--- src/hw/rtl/qots_pkg.sv ---
// Shared types, constants and helper functions for the outline segmenter.
`default_nettype none

package qots_pkg;

   // Width of coordinates once moved into output space
   localparam int CoordWidth    = 16;
   // Width of the fixed input and output coordinate fields
   localparam int FieldWidth    = 16;
   // Result queue
   localparam int FifoDepth     = 4;
   localparam int PtrWidth      = $clog2(FifoDepth);
   localparam int CountWidth    = $clog2(FifoDepth + 1);
   // Configuration registers
   localparam int NumCsr        = 2;
   localparam int CsrIndexWidth = $clog2(NumCsr);

   localparam logic [CsrIndexWidth-1:0] CSR_X_SHIFT = CsrIndexWidth'(0);
   localparam logic [CsrIndexWidth-1:0] CSR_Y_TOP   = CsrIndexWidth'(1);

   // Segment kinds
   localparam logic [1:0] KIND_EMPTY = 2'd0;
   localparam logic [1:0] KIND_LINE  = 2'd1;
   localparam logic [1:0] KIND_QUAD  = 2'd2;

   typedef logic signed [CoordWidth-1:0] coord_type;
   typedef logic signed [FieldWidth-1:0] field_type;

   typedef struct packed {
      coord_type x;
      coord_type y;
   } point_type;

   typedef struct packed {
      field_type point_x;
      field_type point_y;
      logic      on_outline;
      logic      contour_first;
      logic      glyph_last;
   } item_type;

   typedef struct packed {
      logic [1:0] seg_kind;
      field_type  end_x;
      field_type  end_y;
      field_type  ctrl_x;
      field_type  ctrl_y;
      logic       closes_contour;
      logic       glyph_done;
   } seg_type;

   // Up to two results pushed into the queue per processed point
   typedef struct packed {
      logic [1:0] count;
      seg_type    first;
      seg_type    second;
   } push_type;

   // Implied on-curve point: sum halved, truncated toward zero, wrapped
   function automatic coord_type midpoint(input coord_type a, input coord_type b);
      logic signed [CoordWidth:0] sum;
      logic signed [CoordWidth:0] halved;
      sum    = {a[CoordWidth-1], a} + {b[CoordWidth-1], b};
      // bias negative sums so the shift rounds toward zero
      sum    = sum + {{CoordWidth{1'b0}}, sum[CoordWidth]};
      halved = sum >>> 1;
      return halved[CoordWidth-1:0];
   endfunction

   function automatic field_type to_field(input coord_type c);
      return c[FieldWidth-1:0];
   endfunction

   function automatic seg_type make_close(input point_type start, input point_type last_on,
                                          input point_type ctrl, input logic prev_on,
                                          input logic done);
      seg_type s;
      s.closes_contour = 1'b1;
      s.glyph_done     = done;
      s.end_x          = to_field(start.x);
      s.end_y          = to_field(start.y);
      s.ctrl_x         = '0;
      s.ctrl_y         = '0;
      if (start == last_on) begin
         s.seg_kind = KIND_EMPTY;
         s.end_x    = '0;
         s.end_y    = '0;
      end else if (prev_on) begin
         s.seg_kind = KIND_LINE;
      end else begin
         s.seg_kind = KIND_QUAD;
         s.ctrl_x   = to_field(ctrl.x);
         s.ctrl_y   = to_field(ctrl.y);
      end
      return s;
   endfunction

endpackage

`default_nettype wire

--- src/hw/rtl/qots_fifo.sv ---
// Result queue: takes up to two segments per cycle, delivers one per cycle when popped.
`default_nettype none

module qots_fifo (
   input  wire                      clock,
   input  wire                      reset,
   input  wire qots_pkg::push_type  push,
   output logic                     room,
   input  wire                      pop,
   output logic                     head_valid,
   output qots_pkg::seg_type        head
);

   qots_pkg::seg_type                      entries_ff [qots_pkg::FifoDepth];
   logic [qots_pkg::PtrWidth-1:0]          wr_ptr_ff, wr_ptr_in;
   logic [qots_pkg::PtrWidth-1:0]          rd_ptr_ff, rd_ptr_in;
   logic [qots_pkg::CountWidth-1:0]        count_ff, count_in;
   logic [qots_pkg::PtrWidth-1:0]          wr_ptr_next;

   // room for a full pair of results regardless of pops
   assign room       = count_ff <= qots_pkg::CountWidth'(qots_pkg::FifoDepth - 2);
   assign head_valid = count_ff != '0;
   assign head       = entries_ff[rd_ptr_ff];

   assign wr_ptr_next = wr_ptr_ff + 1'b1;

   // pointer and occupancy update
   always_comb begin
      wr_ptr_in = wr_ptr_ff + qots_pkg::PtrWidth'(push.count);
      rd_ptr_in = rd_ptr_ff + qots_pkg::PtrWidth'(pop);
      count_in  = count_ff + qots_pkg::CountWidth'(push.count)
                  - qots_pkg::CountWidth'(pop);
   end

   always_ff @(posedge clock) begin
      if (reset) begin
         wr_ptr_ff <= '0;
         rd_ptr_ff <= '0;
         count_ff  <= '0;
      end else begin
         wr_ptr_ff <= wr_ptr_in;
         rd_ptr_ff <= rd_ptr_in;
         count_ff  <= count_in;
      end
   end

   // entry storage, no reset
   always_ff @(posedge clock) begin
      if (push.count != 2'd0) begin
         entries_ff[wr_ptr_ff] <= push.first;
      end
      if (push.count == 2'd2) begin
         entries_ff[wr_ptr_next] <= push.second;
      end
   end

`ifndef NO_ASSERTIONS
   a_count_bound: assert property (@(posedge clock) disable iff (reset)
      count_ff <= qots_pkg::CountWidth'(qots_pkg::FifoDepth))
      else $error("result queue occupancy out of range");

   a_no_pop_empty: assert property (@(posedge clock) disable iff (reset)
      pop |-> head_valid)
      else $error("pop from empty result queue");

   a_push_fits: assert property (@(posedge clock) disable iff (reset)
      (push.count != 2'd0) |-> room)
      else $error("push into result queue without room");
`endif

endmodule

`default_nettype wire

--- src/hw/rtl/qots_core.sv ---
// Contour state and per-point segment generation.
`default_nettype none

module qots_core (
   input  wire                      clock,
   input  wire                      reset,
   input  wire                      consume,
   input  wire qots_pkg::item_type  item,
   input  wire  [15:0]              x_shift,
   input  wire  signed [15:0]       y_top,
   output qots_pkg::push_type       push
);

   qots_pkg::point_type start_pt_ff,     start_pt_in;
   qots_pkg::point_type last_on_pt_ff,   last_on_pt_in;
   qots_pkg::point_type last_ctrl_pt_ff, last_ctrl_pt_in;
   logic                prev_was_on_ff,  prev_was_on_in;
   logic                in_glyph_ff,     in_glyph_in;

   qots_pkg::point_type p;
   qots_pkg::seg_type   seg;
   qots_pkg::seg_type   close_old;
   qots_pkg::seg_type   close_new;
   logic                contour_start;
   logic                seg_valid;
   logic                old_valid;

   // move the point into output space
   always_comb begin
      p.x = qots_pkg::coord_type'(item.point_x) + qots_pkg::coord_type'(x_shift);
      p.y = qots_pkg::coord_type'(y_top) - qots_pkg::coord_type'(item.point_y);
   end

   assign contour_start = item.contour_first || !in_glyph_ff;

   // next state and the ordinary segment
   always_comb begin
      start_pt_in     = start_pt_ff;
      last_on_pt_in   = last_on_pt_ff;
      last_ctrl_pt_in = last_ctrl_pt_ff;
      in_glyph_in     = in_glyph_ff;
      seg_valid       = 1'b0;
      seg             = '0;
      seg.seg_kind    = qots_pkg::KIND_LINE;
      seg.end_x       = qots_pkg::to_field(p.x);
      seg.end_y       = qots_pkg::to_field(p.y);

      if (contour_start) begin
         start_pt_in = p;
         in_glyph_in = 1'b1;
      end else begin
         if (prev_was_on_ff) begin
            seg_valid = item.on_outline;
         end else begin
            seg_valid    = 1'b1;
            seg.seg_kind = qots_pkg::KIND_QUAD;
            seg.ctrl_x   = qots_pkg::to_field(last_ctrl_pt_ff.x);
            seg.ctrl_y   = qots_pkg::to_field(last_ctrl_pt_ff.y);
            if (!item.on_outline) begin
               seg.end_x = qots_pkg::to_field(qots_pkg::midpoint(last_ctrl_pt_ff.x, p.x));
               seg.end_y = qots_pkg::to_field(qots_pkg::midpoint(last_ctrl_pt_ff.y, p.y));
            end
         end
         if (!item.on_outline) begin
            last_ctrl_pt_in = p;
         end
      end

      if (item.on_outline) begin
         last_on_pt_in = p;
      end
      prev_was_on_in = item.on_outline;

      if (item.glyph_last) begin
         in_glyph_in = 1'b0;
      end
   end

   // closes: the open contour before a new start, and the final one of the glyph
   assign old_valid = contour_start && in_glyph_ff;
   assign close_old = qots_pkg::make_close(start_pt_ff, last_on_pt_ff, last_ctrl_pt_ff,
                                           prev_was_on_ff, 1'b0);
   assign close_new = qots_pkg::make_close(start_pt_in, last_on_pt_in, last_ctrl_pt_in,
                                           prev_was_on_in, 1'b1);

   // order the results into the queue push
   always_comb begin
      push.count  = 2'd0;
      push.first  = close_new;
      push.second = close_new;
      if (consume) begin
         if (old_valid || seg_valid) begin
            push.first = old_valid ? close_old : seg;
            push.count = item.glyph_last ? 2'd2 : 2'd1;
         end else if (item.glyph_last) begin
            push.count = 2'd1;
         end
      end
   end

   always_ff @(posedge clock) begin
      if (reset) begin
         start_pt_ff     <= '0;
         last_on_pt_ff   <= '0;
         last_ctrl_pt_ff <= '0;
         prev_was_on_ff  <= 1'b1;
         in_glyph_ff     <= 1'b0;
      end else if (consume) begin
         start_pt_ff     <= start_pt_in;
         last_on_pt_ff   <= last_on_pt_in;
         last_ctrl_pt_ff <= last_ctrl_pt_in;
         prev_was_on_ff  <= prev_was_on_in;
         in_glyph_ff     <= in_glyph_in;
      end
   end

endmodule

`default_nettype wire

--- src/hw/rtl/quadratic_outline_to_segments.sv ---
// Top level: glyph points in, line and quadratic outline segments out.
// Path: a point goes from the input register through the core into the result
// queue, whose head drives the outputs; a second result from the same point
// queues behind the first. Throughput: one point per cycle while the queue has room
// for a full pair of results; points giving two results are absorbed by the queue.
// Reset: synchronous, active high; clears the pipeline, the queue, the contour state
// and both configuration registers.
`default_nettype none

module quadratic_outline_to_segments (
   input  wire                                   clock,
   input  wire                                   reset,
   // input points
   input  wire                                   req_valid,
   output logic                                  req_stall,
   input  wire  signed [15:0]                    req_point_x,
   input  wire  signed [15:0]                    req_point_y,
   input  wire                                   req_on_outline,
   input  wire                                   req_contour_first,
   input  wire                                   req_glyph_last,
   // result segments
   output logic                                  rsp_valid,
   input  wire                                   rsp_stall,
   output logic [1:0]                            rsp_seg_kind,
   output logic signed [15:0]                    rsp_end_x,
   output logic signed [15:0]                    rsp_end_y,
   output logic signed [15:0]                    rsp_ctrl_x,
   output logic signed [15:0]                    rsp_ctrl_y,
   output logic                                  rsp_closes_contour,
   output logic                                  rsp_glyph_done,
   // configuration
   input  wire                                   csr_write,
   input  wire  [qots_pkg::CsrIndexWidth-1:0]    csr_index,
   input  wire  [15:0]                           csr_wdata
);

   logic [15:0]         x_shift_ff;
   logic signed [15:0]  y_top_ff;
   qots_pkg::item_type  item_ff, item_in;
   logic                item_vld_ff, item_vld_in;
   logic                room;
   logic                consume;
   logic                pop;
   qots_pkg::push_type  push;
   qots_pkg::seg_type   head;

   // configuration registers
   always_ff @(posedge clock) begin
      if (reset) begin
         x_shift_ff <= '0;
         y_top_ff   <= '0;
      end else if (csr_write) begin
         case (csr_index)
            qots_pkg::CSR_X_SHIFT: x_shift_ff <= csr_wdata;
            qots_pkg::CSR_Y_TOP:   y_top_ff   <= csr_wdata;
            default: ;
         endcase
      end
   end

   // input register; held while the queue cannot take a full pair
   assign consume   = item_vld_ff && room;
   assign req_stall = item_vld_ff && !room;

   always_comb begin
      item_in.point_x       = req_point_x;
      item_in.point_y       = req_point_y;
      item_in.on_outline    = req_on_outline;
      item_in.contour_first = req_contour_first;
      item_in.glyph_last    = req_glyph_last;
      item_vld_in           = req_stall ? item_vld_ff : req_valid;
   end

   always_ff @(posedge clock) begin
      if (reset) begin
         item_vld_ff <= 1'b0;
      end else begin
         item_vld_ff <= item_vld_in;
      end
   end

   always_ff @(posedge clock) begin
      if (!req_stall) begin
         item_ff <= item_in;
      end
   end

   qots_core u_core (
      .clock   (clock),
      .reset   (reset),
      .consume (consume),
      .item    (item_ff),
      .x_shift (x_shift_ff),
      .y_top   (y_top_ff),
      .push    (push)
   );

   qots_fifo u_fifo (
      .clock      (clock),
      .reset      (reset),
      .push       (push),
      .room       (room),
      .pop        (pop),
      .head_valid (rsp_valid),
      .head       (head)
   );

   // result transaction
   assign pop                = rsp_valid && !rsp_stall;
   assign rsp_seg_kind       = head.seg_kind;
   assign rsp_end_x          = head.end_x;
   assign rsp_end_y          = head.end_y;
   assign rsp_ctrl_x         = head.ctrl_x;
   assign rsp_ctrl_y         = head.ctrl_y;
   assign rsp_closes_contour = head.closes_contour;
   assign rsp_glyph_done     = head.glyph_done;

`ifndef NO_ASSERTIONS
   a_done_closes: assert property (@(posedge clock) disable iff (reset)
      (rsp_valid && rsp_glyph_done) |-> rsp_closes_contour)
      else $error("glyph end segment does not close a contour");

   a_empty_zero: assert property (@(posedge clock) disable iff (reset)
      (rsp_valid && rsp_seg_kind == qots_pkg::KIND_EMPTY)
         |-> (rsp_end_x == '0 && rsp_end_y == '0 && rsp_closes_contour))
      else $error("empty close carries coordinates");

   a_reset_idle: assert property (@(posedge clock)
      $past(reset) |-> (!rsp_valid && !req_stall))
      else $error("result or stall asserted straight after reset");
`endif

endmodule

`default_nettype wire
--- config.mk ---
export PLATFORM = sky130hd
export DESIGN_NAME = quadratic_outline_to_segments
export DESIGN_NICKNAME = d
export VERILOG_FILES = /design/src/hw/rtl/qots_pkg.sv /design/src/hw/rtl/qots_fifo.sv /design/src/hw/rtl/qots_core.sv /design/src/hw/rtl/quadratic_outline_to_segments.sv
export SDC_FILE = /design/constraint.sdc
export NUM_CORES = 1
export LEC_CHECK = 0
export BUFFER_PORTS_ARGS = -buffer_cell sky130_fd_sc_hd__buf_2
export CAP_MARGIN = 15
export CORE_MARGIN = 2
export CORE_UTILIZATION = 30
export DETAILED_ROUTE_END_ITERATION = 7
export PLACE_DENSITY_LB_ADDON = 0.2
export REMOVE_ABC_BUFFERS = 1
export SYNTH_ARGS = -nofsm -noshare
export SYNTH_HDL_FRONTEND = slang
export SYNTH_HIERARCHICAL = 1
export SYNTH_SLANG_ARGS = --single-unit
--- constraint.sdc ---
create_clock -name clock -period 9.75 [get_ports clock]
set_input_delay 2.925 -clock clock [delete_from_list [all_inputs] [get_ports clock]]
set_output_delay 2.925 -clock clock [all_outputs]
set_load 0.01 [all_outputs]
==> results_dict.tcl <==
set metrics [dict create \
    status "complete, no violations" \
    synth_compound_area_frac 0.125 \
    dpl.hpwl_um 64400 \
    synthDistinctLibCells 94 \
    powerDensity_nw_per_um2 205 \
    ir_worst_vdd_uv 128 \
    syn_area_per_cell_sq_um 10.8 \
    yosysWarnings 6 \
    cts_max_path_buffers 3 \
    gp_congestion 0.916 \
    max_freq_ghz 0.156 \
    die_h_um 307 \
    clock_sinks 445 \
    tns_ns 0 \
    ys_seq_elements 445 \
    hold_viol_final 0 \
    slew_headroom 0.192 \
    viasPerCell 5.39 \
    cts_tree "yes" \
    synth_flop_cell "edfxtp_1" \
    start_util 0.302 \
    grt_overflow_total 0 \
    holdCritPathClass "flop to flop" \
    wl_per_cell_um 24.6 \
    ctsHtreeMaxLevel 2 \
    synth_edf_count 307 \
    synth.area.mux_share 0.193 \
    hold_buffers 0 \
    crit_fanout 8 \
    p_leak_uw 0.0114 \
    holdPathStages 2 \
    antenna_found_initial 0 \
    cts_buffers 51 \
    wl_met3_um 5630 \
    critPathTopFamily "compound AO/OA/AOI/OAI gates" \
    crit_path_top_delay_cell "xor2_1" \
    cp_common_cell "ha_1" \
    cp-end-kind "flop" \
    mappedNetlistArea_sq_um 27500 \
    route.vias.total 20600 \
    clk_latency_ns 0.61 \
    routed-wl-met2_um 43400 \
    core_area_sq_um 91200 \
    dp_slack_ns 3.39 \
    arrival_ns 6.78 \
    syn2layout_area_growth_pct 12.2 \
    firstDrtPassIters 6 \
    setup_viol 0 \
    cp_num_buf_inv 0 \
    finalWirelength_um 94300 \
    path_clk_slew_ns 0.06 \
    fin_nets 2737 \
    cp_num_cells 21 \
    r2r_cells 21 \
    numPortBuffers 126 \
    layout_min_cycle_time_ns 6.43 \
    highest_layer "met4" \
    fp.dieArea_sq_um 94200 \
    drc 0 \
    cts-resized-gates 0 \
    worstMarginPinSlew_ns 1.21 \
    fin_skew_ns 0.0222 \
    rows 111 \
    synth_top_family_by_area "multiplexers" \
    critPathKind "flop to flop" \
    drive_above_1_share 0.230 \
    hold_slack_ns 0.478 \
    grt_pass1_wl_um 139000 \
    fin_crit_sh 0.660 \
    drv_cap 0 \
    yosysSeqAreaShare 0.435 \
    ys_async_sr_fraction 0 \
    cp_cell_sequence "ha_1 > fa_1 > a21o_1 > a221oi_2 > or2_1 > a32oi_2 > xor2_1 > ha_1 > a31oi_1 > o21ai_0 > and2_1 > a21oi_1 > ha_1 > nand2_1 > nor3_1 > nand2_1 > xor2_1 > a211oi_1 > a21oi_1 > o22ai_1 > mux2_1" \
    drtAntennaViolNets 0 \
    drt-met1-wl_um 42700 \
    fp.dieW_um 307 \
    cp.required_ns 10.10 \
    root_buffer "clkbuf_16" \
    start_kind "flop" \
    synth_simple_gate_area_share 0.115 \
    setup_slack_ns 3.32 \
    drtIter0Drc 1636 \
    synth_fa_ha_area_frac 0.0364 \
    rsz0062_at_grt "no" \
    grt_pass1_vias 20800 \
    synth_xor_area_frac 0.0500 \
    drv_slew 0 \
    netlist_instances 2543 \
    grt_usage 0.197 \
    grt_max_degree 72 \
    cts_setup_buffers 0 \
    ios 127 \
    cp_slowest_stage_delay_ns 0.57 \
    rrSetupSlack_ns 3.32 \
]
cell families after synthesis:
logic type / Yosys count
other: 1
DFF: 445
adders and majority gates: 77
buffers and inverters: 283
xor gates and xnor gates: 149
muxes: 400
AOI/OAI and AO/OA: 524
and+or+nand+nor: 664
worst paths after layout:
check,start,to
max,item_ff[19]$_DFFE_PN_,u_fifo/entries_ff[0][59]$_DFFE_PP_
min,y_top_ff[0]$_SDFFE_PP0P_,y_top_ff[0]$_SDFFE_PP0P_
max reg2reg,item_ff[19]$_DFFE_PN_,u_fifo/entries_ff[0][59]$_DFFE_PP_
min reg2reg,y_top_ff[0]$_SDFFE_PP0P_,y_top_ff[0]$_SDFFE_PP0P_
cell usage in the layout (no fill, tap or decap), types with 62 or more instances in the layout:
master	Yosys	routed
mux4_2	68	68
xnor2_1	76	76
a21oi_1	169	168
edfxtp_1	307	307
o21ai_0	87	86
buf_2	44	125
mux2_2	218	218
nor2_1	148	144
inv_1	110	110
dfxtp_1	138	136
nand2b_1	64	62
xor2_1	68	68
ha_1	72	72
nand2_1	230	229
flip-flops by register name, indices dropped and copies added, names as in the netlist:
signal,count
u_core/in_glyph_ff,1
x_shift_ff,16
u_fifo/rd_ptr_ff,2
u_core/last_on_pt_ff,32
u_core/last_ctrl_pt_ff,32
u_fifo/count_ff,3
item_ff,35
item_vld_ff,1
u_fifo/wr_ptr_ff,2
u_core/start_pt_ff,32
y_top_ff,16
u_core/prev_was_on_ff,1
u_fifo/entries_ff,272
per-stage QoR:
stage                      util  std cells  power (uW)  area (sq um)
final                     0.338       3829        6320         30900
after global routing      0.338       3828        6630         30900
after CTS                 0.338       3826        6380         30800
after detailed placement  0.321       3734        4520         29300
after global placement    0.321       3732        4490         29300
after floorplan               -       2373        3750         26700
power by group:
group	switching (uW)	internal, uW	leakage, uW
logic	1240	887	0.00667
clock network	818	1010	0.000762
registers	152	2210	0.00398
layer usage:
metal  vias up  GRT usage
met3       129     0.0318
li1       9552          -
met5         -          0
met2       695      0.316
met1     10300      0.271
met4         0     0.0614
synthesized netlist by cell type (21+ instances only):
master | number | area share
a211oi_1 | 36 | 0.0098
a21o_1 | 30 | 0.0082
a21oi_1 | 169 | 0.031
and2_1 | 21 | 0.0048
buf_2 | 44 | 0.0080
clkbuf_1 | 98 | 0.013
dfxtp_1 | 138 | 0.10
edfxtp_1 | 307 | 0.33
ha_1 | 72 | 0.033
inv_1 | 110 | 0.015
mux2_1 | 29 | 0.012
mux2_2 | 218 | 0.089
mux2_4 | 29 | 0.016
mux2i_1 | 56 | 0.020
mux4_2 | 68 | 0.056
nand2_1 | 230 | 0.031
nand2b_1 | 64 | 0.015
nand3_1 | 32 | 0.0058
nor2_1 | 148 | 0.020
nor3_1 | 57 | 0.010
o211ai_1 | 22 | 0.0060
o21ai_0 | 87 | 0.016
o22ai_1 | 32 | 0.0073
xnor2_1 | 76 | 0.024
xor2_1 | 68 | 0.022
cell type report:
cell class	count	area, sq um
flip-flops and latches	445	12000
diodes	1	2.50
inverters	112	420
multi-input cells	1816	14400
clock inverters	30	198
fillers	9075	60400
clock buffers	62	1350
well taps	1186	1480
repair buffers	177	1050
worst min-delay path, cell delays in order (launching register included):
cell	delay, ns
dfxtp_1	0.31
nand2b_1	0.06
mux2i_1	0.06
Power figures use the tool's default switching activity.
